$ cat src/rtl/core/xxh32_pkg.sv
`timescale 1ns / 1ps
`default_nettype none

package xxh32_pkg;

    localparam logic [31:0] P1 = 32'd2654435761;
    localparam logic [31:0] P2 = 32'd2246822519;
    localparam logic [31:0] P3 = 32'd3266489917;
    localparam logic [31:0] P4 = 32'd668265263;
    localparam logic [31:0] P5 = 32'd374761393;

    // Lane start values for a zero seed.
    localparam logic [31:0] LANE0_BASE = P1 + P2;
    localparam logic [31:0] LANE3_BASE = 32'd0 - P1;

    // Datapath operations.
    localparam logic [3:0] OP_NONE = 4'd0;
    localparam logic [3:0] OP_BYTE = 4'd1;
    localparam logic [3:0] OP_ABS1 = 4'd2;
    localparam logic [3:0] OP_ABS2 = 4'd3;
    localparam logic [3:0] OP_FIN  = 4'd4;
    localparam logic [3:0] OP_FIN2 = 4'd5;
    localparam logic [3:0] OP_TW1  = 4'd6;
    localparam logic [3:0] OP_TW2  = 4'd7;
    localparam logic [3:0] OP_TB1  = 4'd8;
    localparam logic [3:0] OP_TB2  = 4'd9;
    localparam logic [3:0] OP_AV1  = 4'd10;
    localparam logic [3:0] OP_AV2  = 4'd11;
    localparam logic [3:0] OP_OUT  = 4'd12;

    typedef struct packed {
        logic [3:0] op;
        logic [1:0] idx;
        logic [1:0] bsel;
    } t_cmd;

    typedef struct packed {
        logic [3:0] fill;
        logic       out_busy;
    } t_stat;

    function automatic logic [31:0] rotl32(input logic [31:0] x, input int n);
        rotl32 = (x << n) | (x >> (32 - n));
    endfunction

endpackage

`default_nettype wire

$ cat src/rtl/core/xxh32_ctrl.sv
`timescale 1ns / 1ps
`default_nettype none

module xxh32_ctrl (
    input  wire              i_clk,
    input  wire              i_rst_n,
    input  wire              i_in_valid,
    input  wire              i_byte_present,
    input  wire              i_last,
    output logic             o_in_ready,
    input  xxh32_pkg::t_stat i_stat,
    output xxh32_pkg::t_cmd  o_cmd
);
    import xxh32_pkg::*;

    localparam logic [3:0] S_IDLE = 4'd0;
    localparam logic [3:0] S_ABS1 = 4'd1;
    localparam logic [3:0] S_ABS2 = 4'd2;
    localparam logic [3:0] S_FIN  = 4'd3;
    localparam logic [3:0] S_FIN2 = 4'd4;
    localparam logic [3:0] S_DEC  = 4'd5;
    localparam logic [3:0] S_TW1  = 4'd6;
    localparam logic [3:0] S_TW2  = 4'd7;
    localparam logic [3:0] S_TB1  = 4'd8;
    localparam logic [3:0] S_TB2  = 4'd9;
    localparam logic [3:0] S_AV1  = 4'd10;
    localparam logic [3:0] S_AV2  = 4'd11;
    localparam logic [3:0] S_OUT  = 4'd12;

    logic [3:0] r_state, n_state;
    logic [1:0] r_idx, n_idx;
    logic [4:0] r_pos, n_pos;
    logic       r_lastp, n_lastp;

    always_comb begin
        n_state    = r_state;
        n_idx      = r_idx;
        n_pos      = r_pos;
        n_lastp    = r_lastp;
        o_in_ready = 1'b0;
        o_cmd      = '{op: OP_NONE, idx: r_idx, bsel: r_pos[1:0]};
        unique case (r_state)
            S_IDLE: begin
                o_in_ready = 1'b1;
                if (i_in_valid) begin
                    if (i_byte_present) begin
                        o_cmd.op = OP_BYTE;
                    end
                    if (i_byte_present && i_stat.fill == 4'd15) begin
                        n_idx   = 2'd0;
                        n_lastp = i_last;
                        n_state = S_ABS1;
                    end else if (i_last) begin
                        n_state = S_FIN;
                    end
                end
            end
            S_ABS1: begin
                o_cmd.op = OP_ABS1;
                n_state  = S_ABS2;
            end
            S_ABS2: begin
                o_cmd.op = OP_ABS2;
                n_idx    = r_idx + 2'd1;
                if (r_idx == 2'd3) begin
                    n_state = r_lastp ? S_FIN : S_IDLE;
                end else begin
                    n_state = S_ABS1;
                end
            end
            S_FIN: begin
                o_cmd.op = OP_FIN;
                n_state  = S_FIN2;
            end
            S_FIN2: begin
                o_cmd.op = OP_FIN2;
                n_pos    = 5'd0;
                n_state  = S_DEC;
            end
            S_DEC: begin
                if (r_pos + 5'd4 <= {1'b0, i_stat.fill}) begin
                    n_state = S_TW1;
                end else if (r_pos < {1'b0, i_stat.fill}) begin
                    n_state = S_TB1;
                end else begin
                    n_state = S_AV1;
                end
            end
            S_TW1: begin
                o_cmd.op  = OP_TW1;
                o_cmd.idx = r_pos[3:2];
                n_state   = S_TW2;
            end
            S_TW2: begin
                o_cmd.op = OP_TW2;
                n_pos    = r_pos + 5'd4;
                n_state  = S_DEC;
            end
            S_TB1: begin
                o_cmd.op  = OP_TB1;
                o_cmd.idx = r_pos[3:2];
                n_state   = S_TB2;
            end
            S_TB2: begin
                o_cmd.op = OP_TB2;
                n_pos    = r_pos + 5'd1;
                n_state  = S_DEC;
            end
            S_AV1: begin
                o_cmd.op = OP_AV1;
                n_state  = S_AV2;
            end
            S_AV2: begin
                o_cmd.op = OP_AV2;
                n_state  = S_OUT;
            end
            S_OUT: begin
                if (!i_stat.out_busy) begin
                    o_cmd.op = OP_OUT;
                    n_state  = S_IDLE;
                end
            end
            default: begin
                n_state = S_IDLE;
            end
        endcase
    end

    always_ff @(posedge i_clk) begin
        if (!i_rst_n) begin
            r_state <= S_IDLE;
            r_idx   <= 2'd0;
            r_pos   <= 5'd0;
            r_lastp <= 1'b0;
        end else begin
            r_state <= n_state;
            r_idx   <= n_idx;
            r_pos   <= n_pos;
            r_lastp <= n_lastp;
        end
    end

endmodule

`default_nettype wire

$ cat src/rtl/core/xxh32_dp.sv
`timescale 1ns / 1ps
`default_nettype none

module xxh32_dp (
    input  wire              i_clk,
    input  wire              i_rst_n,
    input  xxh32_pkg::t_cmd  i_cmd,
    output xxh32_pkg::t_stat o_stat,
    input  wire  [7:0]       i_data_byte,
    input  wire              i_cfg_valid,
    input  wire  [31:0]      i_seed,
    output logic [31:0]      o_hash,
    output logic             o_out_valid,
    input  wire              i_out_ready
);
    import xxh32_pkg::*;

    logic [31:0] r_seed;
    logic [31:0] r_lane [4];
    logic [31:0] r_word [4];
    logic [31:0] r_len;
    logic        r_large;
    logic        r_in_msg;
    logic [31:0] r_m;
    logic [31:0] r_h;
    logic [31:0] r_hash;
    logic        r_out_valid;

    logic [31:0] word_sel;
    logic [7:0]  byte_sel;
    logic [31:0] mul_a, mul_b, prod;
    logic [31:0] merge;
    logic [31:0] load_seed;
    logic        do_load;

    assign word_sel = r_word[i_cmd.idx];
    assign byte_sel = word_sel[{i_cmd.bsel, 3'b000} +: 8];
    assign merge    = (rotl32(r_lane[0], 1) + rotl32(r_lane[1], 7))
                    + (rotl32(r_lane[2], 12) + rotl32(r_lane[3], 18));

    always_comb begin
        mul_a = word_sel;
        mul_b = P2;
        unique case (i_cmd.op)
            OP_ABS1: begin mul_a = word_sel;                            mul_b = P2; end
            OP_ABS2: begin mul_a = rotl32(r_lane[i_cmd.idx] + r_m, 13); mul_b = P1; end
            OP_TW1:  begin mul_a = word_sel;                            mul_b = P3; end
            OP_TW2:  begin mul_a = rotl32(r_h + r_m, 17);               mul_b = P4; end
            OP_TB1:  begin mul_a = {24'd0, byte_sel};                   mul_b = P5; end
            OP_TB2:  begin mul_a = rotl32(r_h + r_m, 11);               mul_b = P1; end
            OP_AV1:  begin mul_a = r_h ^ (r_h >> 15);                   mul_b = P2; end
            OP_AV2:  begin mul_a = r_h ^ (r_h >> 13);                   mul_b = P3; end
            default: begin mul_a = word_sel;                            mul_b = P2; end
        endcase
    end

    assign prod = mul_a * mul_b;

    // Lanes reload at message end, or when the seed changes between messages.
    assign do_load   = (i_cmd.op == OP_OUT) || (i_cfg_valid && !r_in_msg);
    assign load_seed = i_cfg_valid ? i_seed : r_seed;

    always_ff @(posedge i_clk) begin
        if (!i_rst_n) begin
            r_seed      <= 32'd0;
            r_lane[0]   <= LANE0_BASE;
            r_lane[1]   <= P2;
            r_lane[2]   <= 32'd0;
            r_lane[3]   <= LANE3_BASE;
            r_len       <= 32'd0;
            r_large     <= 1'b0;
            r_in_msg    <= 1'b0;
            r_out_valid <= 1'b0;
        end else begin
            if (i_cfg_valid) begin
                r_seed <= i_seed;
            end
            if (do_load) begin
                r_lane[0] <= load_seed + LANE0_BASE;
                r_lane[1] <= load_seed + P2;
                r_lane[2] <= load_seed;
                r_lane[3] <= load_seed + LANE3_BASE;
            end else if (i_cmd.op == OP_ABS2) begin
                r_lane[i_cmd.idx] <= prod;
            end
            // Load a new hash, or drop the one just taken.
            if (i_cmd.op == OP_OUT) begin
                r_out_valid <= 1'b1;
            end else if (i_out_ready) begin
                r_out_valid <= 1'b0;
            end
            unique case (i_cmd.op)
                OP_BYTE: begin
                    r_len    <= r_len + 32'd1;
                    r_in_msg <= 1'b1;
                end
                OP_ABS2: begin
                    if (i_cmd.idx == 2'd3) begin
                        r_large <= 1'b1;
                    end
                end
                OP_OUT: begin
                    r_len    <= 32'd0;
                    r_large  <= 1'b0;
                    r_in_msg <= 1'b0;
                end
                default: begin
                end
            endcase
        end
    end

    always_ff @(posedge i_clk) begin
        if (i_cmd.op == OP_BYTE) begin
            r_word[r_len[3:2]][{r_len[1:0], 3'b000} +: 8] <= i_data_byte;
        end
        unique case (i_cmd.op)
            OP_ABS1, OP_TW1, OP_TB1: r_m <= prod;
            OP_FIN:  r_h <= r_large ? merge : r_lane[2] + P5;
            OP_FIN2: r_h <= r_h + r_len;
            OP_TW2, OP_TB2, OP_AV1, OP_AV2: r_h <= prod;
            OP_OUT:  r_hash <= r_h ^ (r_h >> 16);
            default: begin
            end
        endcase
    end

    assign o_stat.fill     = r_len[3:0];
    assign o_stat.out_busy = r_out_valid && !i_out_ready;
    assign o_hash          = r_hash;
    assign o_out_valid     = r_out_valid;

endmodule

`default_nettype wire

$ cat src/rtl/core/xxhash32_stream.sv
// xxhash32_stream: 32-bit xxHash over a byte stream.
// Input channel (i_in_valid / o_in_ready): one transaction carries one byte
// (i_data_byte, qualified by i_byte_present) and an end mark (i_last). A
// transaction with neither a byte nor an end mark is ignored.
// Output channel (o_out_valid / i_out_ready): one transaction per message,
// o_hash, sent after the transaction that carried i_last.
// Config channel (i_cfg_valid / o_cfg_ready): writes the seed; always ready.
// A seed written mid-message takes effect on the next message.
// Throughput: a byte is taken every cycle while o_in_ready is high; input
// stalls after the byte that fills a 16-byte block, while the single shared
// 32x32 multiplier runs two passes per lane over the four lanes.
// After the end mark: the lane rounds if the end byte closed a block, then
// merge, length, each tail word and tail byte (up to 3 words and 3 bytes),
// avalanche and output; the hash appears in the cycle after the output step.
// The output register holds the hash until taken; a stalled receiver stops
// the next message only when its hash is ready to be written.
// Reset (i_rst_n low, synchronous) clears the seed, length and output valid
// and loads the lanes for a zero seed.
`timescale 1ns / 1ps
`default_nettype none

module xxhash32_stream (
    input  wire         i_clk,
    input  wire         i_rst_n,
    input  wire         i_in_valid,
    output logic        o_in_ready,
    input  wire  [7:0]  i_data_byte,
    input  wire         i_byte_present,
    input  wire         i_last,
    output logic        o_out_valid,
    input  wire         i_out_ready,
    output logic [31:0] o_hash,
    input  wire         i_cfg_valid,
    output logic        o_cfg_ready,
    input  wire  [31:0] i_seed
);
    import xxh32_pkg::*;

    t_cmd  cmd;
    t_stat stat;

    // Seed writes are registered as they arrive; never stall them.
    assign o_cfg_ready = 1'b1;

    xxh32_ctrl u_ctrl (
        .i_clk          (i_clk),
        .i_rst_n        (i_rst_n),
        .i_in_valid     (i_in_valid),
        .i_byte_present (i_byte_present),
        .i_last         (i_last),
        .o_in_ready     (o_in_ready),
        .i_stat         (stat),
        .o_cmd          (cmd)
    );

    xxh32_dp u_dp (
        .i_clk       (i_clk),
        .i_rst_n     (i_rst_n),
        .i_cmd       (cmd),
        .o_stat      (stat),
        .i_data_byte (i_data_byte),
        .i_cfg_valid (i_cfg_valid),
        .i_seed      (i_seed),
        .o_hash      (o_hash),
        .o_out_valid (o_out_valid),
        .i_out_ready (i_out_ready)
    );

endmodule

`default_nettype wire

$ cat config.mk
export PLATFORM = sky130hd
export DESIGN_NAME = xxhash32_stream
export DESIGN_NICKNAME = d
export VERILOG_FILES = /design/src/rtl/core/xxh32_pkg.sv /design/src/rtl/core/xxh32_ctrl.sv /design/src/rtl/core/xxh32_dp.sv /design/src/rtl/core/xxhash32_stream.sv
export SDC_FILE = /design/constraint.sdc
export NUM_CORES = 2
export LEC_CHECK = 0
export BUFFER_PORTS_ARGS = -buffer_cell sky130_fd_sc_hd__buf_2
export CAP_MARGIN = 20
export CELL_PAD_IN_SITES_DETAIL_PLACEMENT = 1
export CELL_PAD_IN_SITES_GLOBAL_PLACEMENT = 2
export CORE_ASPECT_RATIO = 1.25
export CORE_MARGIN = 2
export CORE_UTILIZATION = 44
export CTS_BUF_LIST = sky130_fd_sc_hd__clkbuf_4
export DETAILED_ROUTE_END_ITERATION = 7
export GPL_TIMING_DRIVEN = 0
export PLACE_DENSITY_LB_ADDON = 0.1
export REMOVE_ABC_BUFFERS = 1
export SLEW_MARGIN = 0
export SYNTH_ARGS = -nofsm -noshare
export SYNTH_HDL_FRONTEND = slang
export SYNTH_SLANG_ARGS = --single-unit
$ cat constraint.sdc
create_clock -name i_clk -period 17.1 [get_ports i_clk]
set_input_delay 5.13 -clock i_clk [delete_from_list [all_inputs] [get_ports i_clk]]
set_output_delay 5.13 -clock i_clk [all_outputs]
set_load 0.03 [all_outputs]
==> results.md <==
- Run status: finished clean
- DRC Markers: 0
- Clock transition at path regs: 0.07 ns
- Rows: 130
- DP Wirelength: 157 mm
- Non-Filler Instances: 6025
- Routability cong.: 0.996
- Hold wc startpoint: u_ctrl.r_lastp
- Hold-critical path depth: 2
- Fin area: 48500 um2
- Post-Synthesis Cells: 4492
- Final core occ: 48.5%
- # hold bufs at CTS: 0
- Ports: 82
- Ys async rst share: 0%
- Post-layout nets: 5393
- Initial antenna violation count: 6
- Initial Util: 44.2%
- Iteration-0 DRC count of the detailed router: 2620
- Most Frequent Cell on Critical Path: xnor2_1
- First-pass GRT wire length: 267 mm
- Die Ht: 358 um
- GRT Total Usage: 36.6%
- Placed Instances: 5800
- Post-synth EDFFs: 352
- Pins Over Slew Limit: 0
- RR Endpoint: u_dp.r_lane[2][31]
- Clock root buffer: clkbuf_4
- Hold WS: 0.513 ns
- Ys flop type: edfxtp_1
- Worst hold endpoint: u_ctrl.r_lastp
- Fin. Hold Viols: 0
- Sequential share of the synthesized area: 27.5%
- Mapped cell area: 44200 um2
- Crit path max fanout: 19
- Die area: 103000 um2
- Routed WL per cell: 31.0 um
- Worst Max-Slew Pin Slew: 1.46 ns
- Routed Antenna Nets: 0
- Syn. warnings: 0
- PortBufs: 80
- Tcrit/Tclk final: 96.2%
- Clock buffer depth: 3
- Layout cell share with drive strength beyond 1: 9.93%
- Crit start category: flip-flop
- Congestion Overflow GR: 0
- Vias: 35389
- Hold Path Class: flip-flop to flip-flop
- Synth-to-Final Area Change: 9.73%
- Die X: 287 um
- Register-to-Register Path Depth: 46
- RSZ-0062 raised after global routing: no
- WP data arrival: 17.27 ns
- Critical Path Sink Type: flip-flop
- Yosys reg bits: 431
- FF-to-FF Start: u_ctrl.r_state[3]
- Finish-stage setup viols: 0
- Maximum clock frequency: 0.0608 GHz
- Vias in the first global route: 37589
- Reg2Reg Setup Slack: 0.66 ns
- Syn Area/Cell: 9.84 um2
- Slowest library cell on the worst path: dfxtp_1
- Sinks on Clock Net: 431
- Max-cap viol count: 0
- Max stage delay on crit path: 0.93 ns
- TritonRoute pass-1 iters: 5
- Count of cell types in the netlist: 88
- Core Area: 100000 um2
- Placed cell areas: 46900 um2
- H-Tree Depth: 3
- Slew headroom: 2.75%
- Post-Route Skew: 0.0862 ns
- Min Tclk post-route: 16.44 ns
- Post-Route WL: 187 mm
- Total CTS buffers: 113
- CP required: 17.92 ns
- Type of the worst setup path: flip-flop to flip-flop
- CTS tree: done
- Vias per std cell: 5.87
- Worst-Skew Late Latency: 1.06 ns
- Largest net degree at the start of global routing: 52
worst max-delay path, delay by kind of cell (launching register included):
kind,cells,cell delay (ns)
adders and majority gates,10,4.34
xor gates and xnor gates,17,4.00
AOI/OAI and AO/OA,10,3.44
and+or+nand+nor,2,1.26
buffers and inverters,5,1.15
muxes,2,1.11
DFF,1,0.93
layer usage:
| layer | GRT usage (%) | vias up | share of wire, % |
|---|---|---|---|
| met5 | 0 | - | 0.012 |
| met1 | 42.0 | 18133 | 38 |
| met3 | 4.09 | 417 | 4.3 |
| li1 | - | 15655 | - |
| met4 | 24.1 | 4 | 7.8 |
| met2 | 64.6 | 1180 | 50 |
sequential cells by signal, summed over array words and instances (netlist names), 2 cells and up:
| name | flops |
|---|---|
| u_dp.r_lane | 128 |
| u_dp.r_word | 128 |
| u_dp.o_hash | 32 |
| u_dp.r_h | 32 |
| u_dp.r_len | 32 |
| u_dp.r_m | 32 |
| u_dp.r_seed | 32 |
| u_ctrl.r_pos | 5 |
| u_ctrl.r_state | 4 |
| u_ctrl.r_idx | 2 |
cell usage in the layout, fill, tap and decap left out, types with 27 or more instances in the layout:
master,synthesis,final
a21oi_1,234,231
nand2b_1,40,40
a31oi_1,31,31
nor3_1,68,63
mux2i_1,97,97
buf_2,4,81
o21ai_0,160,157
nand2_1,369,364
o22ai_1,97,95
nor2_1,375,368
clkinv_1,6,40
nor2b_1,27,27
xor2_1,139,139
o211ai_1,35,35
xnor2_1,198,196
clkbuf_4,0,162
fa_1,464,464
dfxtp_1,79,77
inv_1,627,625
nand3_1,51,51
a21o_1,68,68
mux4_2,51,51
o21bai_1,27,27
a22oi_1,44,44
and2_1,72,72
edfxtp_1,352,352
ha_1,280,280
Yosys cell counts (31+ instances only):
cell type	n	area (um2)
nand3_1	51	255
fa_1	464	9290
mux2i_1	97	971
a21oi_1	234	1170
a31oi_1	31	194
nor2_1	375	1410
clkbuf_1	130	488
o211ai_1	35	263
and2_1	72	450
a22oi_1	44	330
mux4_2	51	1150
nand2_1	369	1390
inv_1	627	2350
ha_1	280	3500
dfxtp_1	79	1580
nor3_1	68	340
o21ai_0	160	801
a21o_1	68	510
xor2_1	139	1220
o22ai_1	97	607
xnor2_1	198	1730
nand2b_1	40	250
edfxtp_1	352	10600
repair_timing:
item | CTS | global route
setup endpoints to repair | 0 | 7
endpoints found under the hold margin | 0 | 0
setup buffers | 0 | 1
gates resized for setup | 0 | 0
worst max path at each step:
stage	start	endpoint	slack [ns]	cells past startpoint
final	u_ctrl.r_state[3]	u_dp.r_lane[2][31]	0.66	46
after global routing	u_ctrl.r_state[3]	u_dp.r_lane[2][31]	0.12	50
after CTS	u_ctrl.r_state[3]	u_dp.r_lane[2][31]	0.70	46
after detailed placement	u_ctrl.r_state[3]	u_dp.r_lane[2][31]	0.79	46
after global placement	u_ctrl.r_state[0]	u_dp.r_lane[2][31]	-3.17	41
after floorplan	u_ctrl.r_state[0]	u_dp.r_lane[0][31]	1.93	47
through the flow:
stage / worst slack, ns / TNS (ns)
after floorplan: 1.93 / 0
after global placement: -3.17 / -246.20
after detailed placement: 0.786 / 0
after CTS: 0.698 / 0
after global routing: 0.120 / 0
final: 0.655 / 0
kinds of logic after synthesis:
group                    count (synthesis)  synth area share (%)
XOR/XNOR                               343                  6.99
AND/OR/NAND/NOR                       1120                  11.5
flip-flops                             431                  27.5
adder cells (fa/ha/maj)                744                  28.9
other                                    1               0.00848
buffers and inverters                  796                  6.84
AO/OA/AOI/OAI                          897                  13.2
multiplexers                           160                  5.13
cell type report:
| cell class | instances | area [um2] |
|---|---|---|
| multi-input combinational | 3265 | 29200 |
| inverter | 634 | 2380 |
| sequential | 431 | 12200 |
| fill | 11354 | 51500 |
| clock inverter | 52 | 313 |
| timing repair buffer | 157 | 1550 |
| tap | 1320 | 1650 |
| antenna | 4 | 10.0 |
| clock buffer | 162 | 1220 |
Power is not shown: default switching activity piles up to over one toggle a cycle in this logic, so the estimate is an artifact.
